--- config.mk ---
export PLATFORM = sky130hd
export DESIGN_NAME = sha256_stream_hasher_unit_flat
export DESIGN_NICKNAME = d
export VERILOG_FILES = /design/src/hdl/sha_pkg.sv /design/src/hdl/sha_if.sv /design/src/hdl/sha256_stream_hasher_unit.sv /design/src/flat_wrapper.sv
export SDC_FILE = /design/constraint.sdc
export NUM_CORES = 2
export LEC_CHECK = 0
export BUFFER_PORTS_ARGS = -buffer_cell sky130_fd_sc_hd__buf_4
export CAP_MARGIN = 20
export CELL_PAD_IN_SITES_DETAIL_PLACEMENT = 0
export CELL_PAD_IN_SITES_GLOBAL_PLACEMENT = 1
export CORE_ASPECT_RATIO = 0.9
export CORE_UTILIZATION = 48
export CTS_CLUSTER_DIAMETER = 30
export DETAILED_ROUTE_END_ITERATION = 8
export PLACE_DENSITY_LB_ADDON = 0.1
export SLEW_MARGIN = 20
export SYNTH_ARGS = -nofsm -noshare
export SYNTH_HDL_FRONTEND = slang
export SYNTH_SLANG_ARGS = --single-unit
--- constraint.sdc ---
create_clock -name clk -period 25.6 [get_ports clk]
set_input_delay 1.28 -clock clk [delete_from_list [all_inputs] [get_ports clk]]
set_output_delay 1.28 -clock clk [all_outputs]
set_load 0.01 [all_outputs]
--- src/hdl/sha_pkg.sv ---
// sha-256 stream hasher shared package
// round constants, initial hash values, padding and sizing constants
// no dependencies
package sha_pkg;

    localparam int unsigned WordW     = 32;
    localparam int unsigned BlockWords = 16;
    localparam int unsigned Rounds    = 64;
    localparam int unsigned LenW      = 61;
    localparam logic [7:0]  PadByte   = 8'h80;
    localparam logic [5:0]  LenPos    = 6'd56;

    typedef logic [WordW-1:0] word_t;

    // round constant table
    function automatic word_t round_k(input logic [5:0] idx);
        word_t k;
        unique case (idx)
            6'd0: k = 32'h428a2f98;  6'd1: k = 32'h71374491;
            6'd2: k = 32'hb5c0fbcf;  6'd3: k = 32'he9b5dba5;
            6'd4: k = 32'h3956c25b;  6'd5: k = 32'h59f111f1;
            6'd6: k = 32'h923f82a4;  6'd7: k = 32'hab1c5ed5;
            6'd8: k = 32'hd807aa98;  6'd9: k = 32'h12835b01;
            6'd10: k = 32'h243185be; 6'd11: k = 32'h550c7dc3;
            6'd12: k = 32'h72be5d74; 6'd13: k = 32'h80deb1fe;
            6'd14: k = 32'h9bdc06a7; 6'd15: k = 32'hc19bf174;
            6'd16: k = 32'he49b69c1; 6'd17: k = 32'hefbe4786;
            6'd18: k = 32'h0fc19dc6; 6'd19: k = 32'h240ca1cc;
            6'd20: k = 32'h2de92c6f; 6'd21: k = 32'h4a7484aa;
            6'd22: k = 32'h5cb0a9dc; 6'd23: k = 32'h76f988da;
            6'd24: k = 32'h983e5152; 6'd25: k = 32'ha831c66d;
            6'd26: k = 32'hb00327c8; 6'd27: k = 32'hbf597fc7;
            6'd28: k = 32'hc6e00bf3; 6'd29: k = 32'hd5a79147;
            6'd30: k = 32'h06ca6351; 6'd31: k = 32'h14292967;
            6'd32: k = 32'h27b70a85; 6'd33: k = 32'h2e1b2138;
            6'd34: k = 32'h4d2c6dfc; 6'd35: k = 32'h53380d13;
            6'd36: k = 32'h650a7354; 6'd37: k = 32'h766a0abb;
            6'd38: k = 32'h81c2c92e; 6'd39: k = 32'h92722c85;
            6'd40: k = 32'ha2bfe8a1; 6'd41: k = 32'ha81a664b;
            6'd42: k = 32'hc24b8b70; 6'd43: k = 32'hc76c51a3;
            6'd44: k = 32'hd192e819; 6'd45: k = 32'hd6990624;
            6'd46: k = 32'hf40e3585; 6'd47: k = 32'h106aa070;
            6'd48: k = 32'h19a4c116; 6'd49: k = 32'h1e376c08;
            6'd50: k = 32'h2748774c; 6'd51: k = 32'h34b0bcb5;
            6'd52: k = 32'h391c0cb3; 6'd53: k = 32'h4ed8aa4a;
            6'd54: k = 32'h5b9cca4f; 6'd55: k = 32'h682e6ff3;
            6'd56: k = 32'h748f82ee; 6'd57: k = 32'h78a5636f;
            6'd58: k = 32'h84c87814; 6'd59: k = 32'h8cc70208;
            6'd60: k = 32'h90befffa; 6'd61: k = 32'ha4506ceb;
            6'd62: k = 32'hbef9a3f7; 6'd63: k = 32'hc67178f2;
            default: k = 32'h0;
        endcase
        return k;
    endfunction

    // initial hash values
    function automatic word_t init_h(input logic [2:0] idx);
        word_t h;
        unique case (idx)
            3'd0: h = 32'h6a09e667; 3'd1: h = 32'hbb67ae85;
            3'd2: h = 32'h3c6ef372; 3'd3: h = 32'ha54ff53a;
            3'd4: h = 32'h510e527f; 3'd5: h = 32'h9b05688c;
            3'd6: h = 32'h1f83d9ab; 3'd7: h = 32'h5be0cd19;
            default: h = 32'h0;
        endcase
        return h;
    endfunction

    function automatic word_t rotr(input word_t x, input int unsigned n);
        return (x >> n) | (x << (WordW - n));
    endfunction

endpackage

--- src/hdl/sha_if.sv ---
// request channel interfaces for the sha-256 stream hasher
// message input channel and digest output channel; no dependencies
interface sha_in_if;
    logic       valid;
    logic       ready;
    logic [7:0] message_byte;
    logic       byte_present;
    logic       end_of_message;
    modport source (output valid, message_byte, byte_present, end_of_message, input ready);
    modport sink   (input valid, message_byte, byte_present, end_of_message, output ready);
endinterface

interface sha_out_if;
    logic        valid;
    logic        ready;
    logic [31:0] digest_word;
    logic [2:0]  word_index;
    logic        last_word;
    modport source (output valid, digest_word, word_index, last_word, input ready);
    modport sink   (input valid, digest_word, word_index, last_word, output ready);
endinterface

--- src/hdl/sha256_stream_hasher_unit.sv ---
// sha-256 stream hasher top level
// one byte per input request, eight digest words per message; uses sha_pkg, sha_if
// bytes are accepted one per cycle while the block fills; a full block then has its
// schedule loaded from the block memory, runs 64 rounds and an update step, and
// takes no bytes until that is done; at the end of a message padding completes one or two
// blocks, then 8 digest words leave one per accepted cycle
// asynchronous active-low reset restores initial hash values and clears counts
module sha256_stream_hasher_unit (
    input  logic      clk,
    input  logic      rst_n,
    sha_in_if.sink    msg_in,
    sha_out_if.source digest_out
);

    localparam logic [2:0] StIdle  = 3'd0;
    localparam logic [2:0] StPad   = 3'd1;
    localparam logic [2:0] StLenHi = 3'd2;
    localparam logic [2:0] StLenLo = 3'd3;
    localparam logic [2:0] StLoad  = 3'd4;
    localparam logic [2:0] StRound = 3'd5;
    localparam logic [2:0] StUpd   = 3'd6;
    localparam logic [2:0] StOut   = 3'd7;

    logic [2:0]                  state_reg, state_next;
    logic [5:0]                  fill_reg, fill_next;
    logic [sha_pkg::LenW-1:0]    len_reg, len_next;
    logic                        pend_end_reg, pend_end_next;
    logic                        final_reg, final_next;
    logic                        pad_first_reg, pad_first_next;
    logic [6:0]                  cnt_reg, cnt_next;
    logic [23:0]                 acc_reg, acc_next;
    sha_pkg::word_t              hash_reg [8];
    sha_pkg::word_t              wv_reg [8];
    sha_pkg::word_t              sched_reg [16];
    sha_pkg::word_t              rdata_reg;
    sha_pkg::word_t              block_mem [16];

    // byte path shared by message bytes and padding
    logic                        put_en;
    logic [7:0]                  put_byte;
    logic                        mem_we;
    logic [3:0]                  mem_waddr;
    sha_pkg::word_t              mem_wdata;
    logic [63:0]                 bit_len;

    assign bit_len = {len_reg, 3'b000};
    assign msg_in.ready = (state_reg == StIdle);
    assign digest_out.valid = (state_reg == StOut);
    assign digest_out.digest_word = hash_reg[cnt_reg[2:0]];
    assign digest_out.word_index = cnt_reg[2:0];
    assign digest_out.last_word = (cnt_reg[2:0] == 3'd7);

    // control sequencing
    always_comb
    begin
        state_next     = state_reg;
        fill_next      = fill_reg;
        len_next       = len_reg;
        pend_end_next  = pend_end_reg;
        final_next     = final_reg;
        pad_first_next = pad_first_reg;
        cnt_next       = cnt_reg;
        acc_next       = acc_reg;
        put_en         = 1'b0;
        put_byte       = 8'h00;
        mem_we         = 1'b0;
        mem_waddr      = fill_reg[5:2];
        mem_wdata      = {acc_reg, put_byte};
        unique case (state_reg)
            StIdle:
            begin
                if (msg_in.valid)
                begin
                    pend_end_next = msg_in.end_of_message;
                    pad_first_next = 1'b1;
                    if (msg_in.byte_present)
                    begin
                        len_next = len_reg + 1'b1;
                        put_en = 1'b1;
                        put_byte = msg_in.message_byte;
                        if (fill_reg == 6'd63)
                            state_next = StLoad;
                        else if (msg_in.end_of_message)
                            state_next = StPad;
                    end
                    else if (msg_in.end_of_message)
                    begin
                        state_next = StPad;
                    end
                end
            end
            StPad:
            begin
                if (pad_first_reg || fill_reg != sha_pkg::LenPos)
                begin
                    put_en = 1'b1;
                    put_byte = pad_first_reg ? sha_pkg::PadByte : 8'h00;
                    pad_first_next = 1'b0;
                    if (fill_reg == 6'd63)
                        state_next = StLoad;
                end
                else
                begin
                    state_next = StLenHi;
                end
            end
            StLenHi:
            begin
                mem_we = 1'b1;
                mem_waddr = 4'd14;
                mem_wdata = bit_len[63:32];
                state_next = StLenLo;
            end
            StLenLo:
            begin
                mem_we = 1'b1;
                mem_waddr = 4'd15;
                mem_wdata = bit_len[31:0];
                final_next = 1'b1;
                state_next = StLoad;
            end
            StLoad:
            begin
                cnt_next = cnt_reg + 1'b1;
                if (cnt_reg == 7'd16)
                begin
                    cnt_next = '0;
                    state_next = StRound;
                end
            end
            StRound:
            begin
                cnt_next = cnt_reg + 1'b1;
                if (cnt_reg == 7'(sha_pkg::Rounds - 1))
                begin
                    cnt_next = '0;
                    state_next = StUpd;
                end
            end
            StUpd:
            begin
                if (final_reg)
                    state_next = StOut;
                else if (pend_end_reg)
                    state_next = StPad;
                else
                    state_next = StIdle;
            end
            StOut:
            begin
                if (digest_out.ready)
                begin
                    cnt_next = cnt_reg + 1'b1;
                    if (cnt_reg[2:0] == 3'd7)
                    begin
                        cnt_next = '0;
                        final_next = 1'b0;
                        pend_end_next = 1'b0;
                        len_next = '0;
                        fill_next = '0;
                        state_next = StIdle;
                    end
                end
            end
            default: state_next = StIdle;
        endcase
        // byte packing into big-endian words
        if (put_en)
        begin
            acc_next = {acc_reg[15:0], put_byte};
            fill_next = fill_reg + 1'b1;
            mem_wdata = {acc_reg, put_byte};
            mem_waddr = fill_reg[5:2];
            mem_we = (fill_reg[1:0] == 2'd3);
        end
    end

    always_ff @(posedge clk or negedge rst_n)
    begin
        if (!rst_n)
        begin
            state_reg     <= StIdle;
            fill_reg      <= '0;
            len_reg       <= '0;
            pend_end_reg  <= 1'b0;
            final_reg     <= 1'b0;
            pad_first_reg <= 1'b0;
            cnt_reg       <= '0;
        end
        else
        begin
            state_reg     <= state_next;
            fill_reg      <= fill_next;
            len_reg       <= len_next;
            pend_end_reg  <= pend_end_next;
            final_reg     <= final_next;
            pad_first_reg <= pad_first_next;
            cnt_reg       <= cnt_next;
        end
    end

    // block memory, one write and one registered read
    always_ff @(posedge clk)
    begin
        acc_reg <= acc_next;
        if (mem_we)
            block_mem[mem_waddr] <= mem_wdata;
        rdata_reg <= block_mem[cnt_reg[3:0]];
    end

    // round datapath
    sha_pkg::word_t s0_w, s1_w, new_w, t1, t2, ch, maj, ep0, ep1;
    always_comb
    begin
        s0_w = sha_pkg::rotr(sched_reg[1], 7) ^ sha_pkg::rotr(sched_reg[1], 18)
             ^ (sched_reg[1] >> 3);
        s1_w = sha_pkg::rotr(sched_reg[14], 17) ^ sha_pkg::rotr(sched_reg[14], 19)
             ^ (sched_reg[14] >> 10);
        new_w = s1_w + sched_reg[9] + s0_w + sched_reg[0];
        ep1 = sha_pkg::rotr(wv_reg[4], 6) ^ sha_pkg::rotr(wv_reg[4], 11)
            ^ sha_pkg::rotr(wv_reg[4], 25);
        ep0 = sha_pkg::rotr(wv_reg[0], 2) ^ sha_pkg::rotr(wv_reg[0], 13)
            ^ sha_pkg::rotr(wv_reg[0], 22);
        ch = (wv_reg[4] & wv_reg[5]) ^ (~wv_reg[4] & wv_reg[6]);
        maj = (wv_reg[0] & wv_reg[1]) ^ (wv_reg[0] & wv_reg[2]) ^ (wv_reg[1] & wv_reg[2]);
        t1 = wv_reg[7] + ep1 + ch + sha_pkg::round_k(cnt_reg[5:0]) + sched_reg[0];
        t2 = ep0 + maj;
    end

    // schedule window, working variables and hash state
    always_ff @(posedge clk or negedge rst_n)
    begin
        if (!rst_n)
        begin
            for (int i = 0; i < 8; i++)
                hash_reg[i] <= sha_pkg::init_h(3'(i));
        end
        else if (state_reg == StUpd)
        begin
            for (int i = 0; i < 8; i++)
                hash_reg[i] <= hash_reg[i] + wv_reg[i];
        end
        else if (state_reg == StOut && digest_out.ready && cnt_reg[2:0] == 3'd7)
        begin
            for (int i = 0; i < 8; i++)
                hash_reg[i] <= sha_pkg::init_h(3'(i));
        end
    end

    always_ff @(posedge clk)
    begin
        if (state_reg == StLoad)
        begin
            for (int i = 0; i < 8; i++)
                wv_reg[i] <= hash_reg[i];
            if (cnt_reg != 7'd0)
            begin
                for (int i = 0; i < 15; i++)
                    sched_reg[i] <= sched_reg[i+1];
                sched_reg[15] <= rdata_reg;
            end
        end
        else if (state_reg == StRound)
        begin
            for (int i = 0; i < 15; i++)
                sched_reg[i] <= sched_reg[i+1];
            sched_reg[15] <= new_w;
            wv_reg[7] <= wv_reg[6];
            wv_reg[6] <= wv_reg[5];
            wv_reg[5] <= wv_reg[4];
            wv_reg[4] <= wv_reg[3] + t1;
            wv_reg[3] <= wv_reg[2];
            wv_reg[2] <= wv_reg[1];
            wv_reg[1] <= wv_reg[0];
            wv_reg[0] <= t1 + t2;
        end
    end

endmodule

--- src/flat_wrapper.sv ---
// flat-port wrapper written by rule: the top's interface ports become plain ports
module sha256_stream_hasher_unit_flat 
  (clk, rst_n, msg_in_valid, msg_in_message_byte, msg_in_byte_present, msg_in_end_of_message, msg_in_ready, digest_out_valid, digest_out_digest_word, digest_out_word_index, digest_out_last_word, digest_out_ready);
  sha_in_if msg_in_i ();
  sha_out_if digest_out_i ();
  input  logic clk;
  input  logic rst_n;
  input wire logic [$bits(msg_in_i.valid)-1:0] msg_in_valid;
  input wire logic [$bits(msg_in_i.message_byte)-1:0] msg_in_message_byte;
  input wire logic [$bits(msg_in_i.byte_present)-1:0] msg_in_byte_present;
  input wire logic [$bits(msg_in_i.end_of_message)-1:0] msg_in_end_of_message;
  output wire logic [$bits(msg_in_i.ready)-1:0] msg_in_ready;
  output wire logic [$bits(digest_out_i.valid)-1:0] digest_out_valid;
  output wire logic [$bits(digest_out_i.digest_word)-1:0] digest_out_digest_word;
  output wire logic [$bits(digest_out_i.word_index)-1:0] digest_out_word_index;
  output wire logic [$bits(digest_out_i.last_word)-1:0] digest_out_last_word;
  input wire logic [$bits(digest_out_i.ready)-1:0] digest_out_ready;
  assign msg_in_i.valid = msg_in_valid;
  assign msg_in_i.message_byte = msg_in_message_byte;
  assign msg_in_i.byte_present = msg_in_byte_present;
  assign msg_in_i.end_of_message = msg_in_end_of_message;
  assign msg_in_ready = msg_in_i.ready;
  assign digest_out_valid = digest_out_i.valid;
  assign digest_out_digest_word = digest_out_i.digest_word;
  assign digest_out_word_index = digest_out_i.word_index;
  assign digest_out_last_word = digest_out_i.last_word;
  assign digest_out_i.ready = digest_out_ready;
  sha256_stream_hasher_unit u_core (.clk(clk), .rst_n(rst_n), .msg_in(msg_in_i), .digest_out(digest_out_i));
endmodule
==> metrics <==
CP max FO 54; R2R depth 33; clk sinks 1,672; crit path capture u_core.wv_reg[0][31]$_DFFE_PP_; die area 189,000 um^2; layer carrying the most global-route usage met1; part of the Yosys area used for sequential elements 53.7%; Final setup viols 0; Setup Fix Bufs, Post-CTS 0; num rows 150; type of the most critical hold path flip-flop to flip-flop; Worst Path Arrival 11,420 ps; adder-cell share of the synthesized area 10.1%; first-pass GRT wire length 412,000 um; Synth Area in XOR/XNOR 6.12%; simple-gate share of the synthesized area 7.72%; GRT Total Usage 30.1%; top-count cell post-synth edfxtp_1; Post-synth top cells edfxtp_1, nand2_1, o21ai_0, a21oi_1, xnor2_1; IO Pins 52; post-route clock period utilization 42.2%; met2 usage 41.1%; Die Y 413 um; Reg-to-Reg End u_core.wv_reg[0][31]$_DFFE_PP_; Worst-path clk slew 50 ps; Initial DRC Count 6,221; CTS root buffer clkbuf_16; Multi-input gate area 39,900 um^2; synthesized area per cell 12.7 um^2; GPL Wtd Cong 0.951; RR Startpoint u_core.cnt_reg[1]$_DFFE_PN0P_; fin nets 7,926; Final min period 10,800 ps; Fillers 15,100; drt drc 0; Post-Synthesis Cells 7,096; pre-CTS WS 15,030 ps; # H-tree levels 5; WS Path Type flip-flop to flip-flop; unrepaired setup endpoints after global routing no; Register Area 48,400 um^2; via/cell ratio 6.01; Main synth FF type edfxtp_1; cts repair resizes 0; met3 Use GR 7.30%; GR Overflow Total 0; final worst setup slack 14,800 ps; Post-Layout Cell Count 10,100; startpoint types flip-flop; area grow syn2layout 18.5%; CTS tree built; post-synth top area share 43.5%; Ys Warns 0; # hold bufs at CTS 0; final hold violation count 0; Slew @ Worst Pin 1270 ps; met1 Use GR 48.0%; mux share of post-synthesis cell area 8.96%; max frequency 0.0926 GHz; post-synthesis cell type count 94; Max-cap violations 0; DR vias 60,900; final setup TNS 0 ps; layout cells sized above 1 19.0%; largest net degree at the start of global routing 143; R2R Setup Slk 14,800 ps; #FFs+latches synth 1,672; relative slew slack 15.0%; area leader, netlist edfxtp_1; clk buf depth 4; critical path's largest stage delay 910 ps; Detailed Routing Iterations Pass 1 6; Initial Util 48.4%; EDFF count, synth 1,304; Post-Syn Area 90,100 um^2; Final ANT Viol Nets 0; synth top area cells edfxtp_1, mux4_2, dfrtp_1, ha_1, fa_1; mean routed wirelength per cell 28.2 um; core area 186,000 um^2; largest family of logic cells by synthesized area compound AO/OA/AOI/OAI gates; fraction of the mapped netlist area in compound gates 11.1%; number of global-route vias before repair 57,800; syn nets 7,701; CP endpoint kind flip-flop; CP max stage cell dfrtp_4; initial antenna violation count 12; Routed WL 286,000 um; status finished, final reports clean; fin. max-slew vios 0; dpl hpwl 199,000 um; Worst Skew 75.1 ps; die width 459 um; Async SR Flop Fraction 20.1%; TritonCTS buffer count 379; Cells after DPL 9,448; Setup crit start u_core.cnt_reg[1]$_DFFE_PN0P_; worst skew pair latency 950 ps; Worst EP required 26,210 ps; Final Util 57.4%; I/O Buffers 51
## cell type report
| cell class | count | area share (%) |
|---|---|---|
| sequential | 1672 | 45.3 |
| multi-input combinational | 4868 | 37.3 |
| clock buffer | 466 | 9.58 |
| tap | 2508 | 2.94 |
| clock inverter | 219 | 2.77 |
| timing repair buffer | 174 | 1.29 |
| inverter | 226 | 0.795 |
| antenna | 5 | 0.0117 |
## routing by layer
| metal | share of wire (%) | routed length [um] |
|---|---|---|
| met5 | 0.0056 | 16 |
| met3 | 8.9 | 25500 |
| met4 | 1.4 | 4120 |
| met2 | 41 | 118000 |
| met1 | 49 | 139000 |
## worst max-delay path, delay by kind of cell, from the launching register on
kind | cells | cell delay (ps)
compound gates | 12 | 2790
buf+inv | 4 | 1590
simple gates | 9 | 1840
xor+xnor | 2 | 480
flops | 1 | 910
fa+ha+maj | 6 | 2700
## how the worst min path moves through the flow
stage	from	end	slack (ps)	cells after the start
floorplan	u_core.sched_reg[0][132]$_DFFE_PP_	u_core.sched_reg[0][100]$_DFFE_PP_	400	0
global placement	u_core.sched_reg[0][183]$_DFFE_PP_	u_core.sched_reg[0][151]$_DFFE_PP_	400	0
detailed placement	u_core.sched_reg[0][142]$_DFFE_PP_	u_core.sched_reg[0][110]$_DFFE_PP_	400	0
CTS	rst_n	u_core.hash_reg[156]$_DFFE_PN0P_	320	1
global route	u_core.sched_reg[1][187]$_DFFE_PP_	u_core.sched_reg[1][155]$_DFFE_PP_	330	0
finish	u_core.sched_reg[1][240]$_DFFE_PP_	u_core.sched_reg[1][208]$_DFFE_PP_	350	0
## per-stage QoR
step           hold WS (ps)  cell area [um^2]
2_1_floorplan           400             90100
5_1_grt                 332            107000
3_3_place_gp            400             93600
6_report                346            107000
3_5_place_dp            405             93600
4_1_cts                 319            107000
## logic make-up after synthesis
logic type	Yosys count
and+or+nand+nor	1517
adders and majority gates	616
buffers and inverters	556
xor gates and xnor gates	630
AOI/OAI and AO/OA	1611
muxes	494
DFF	1672
## cells in the final DEF (no fill, tap or decap), types with 225 or more instances in the layout
| cell | Yosys | final |
|---|---|---|
| a21oi_1 | 467 | 465 |
| clkbuf_16 | 0 | 385 |
| edfxtp_1 | 1304 | 1304 |
| ha_1 | 396 | 396 |
| mux2_2 | 225 | 225 |
| mux4_2 | 228 | 228 |
| nand2_1 | 549 | 546 |
| nor2_1 | 373 | 357 |
| o21ai_0 | 477 | 468 |
| xnor2_1 | 400 | 400 |
| xor2_1 | 230 | 230 |
Power is not shown: default switching activity piles up to over one toggle a cycle in this logic, so the estimate is an artifact.
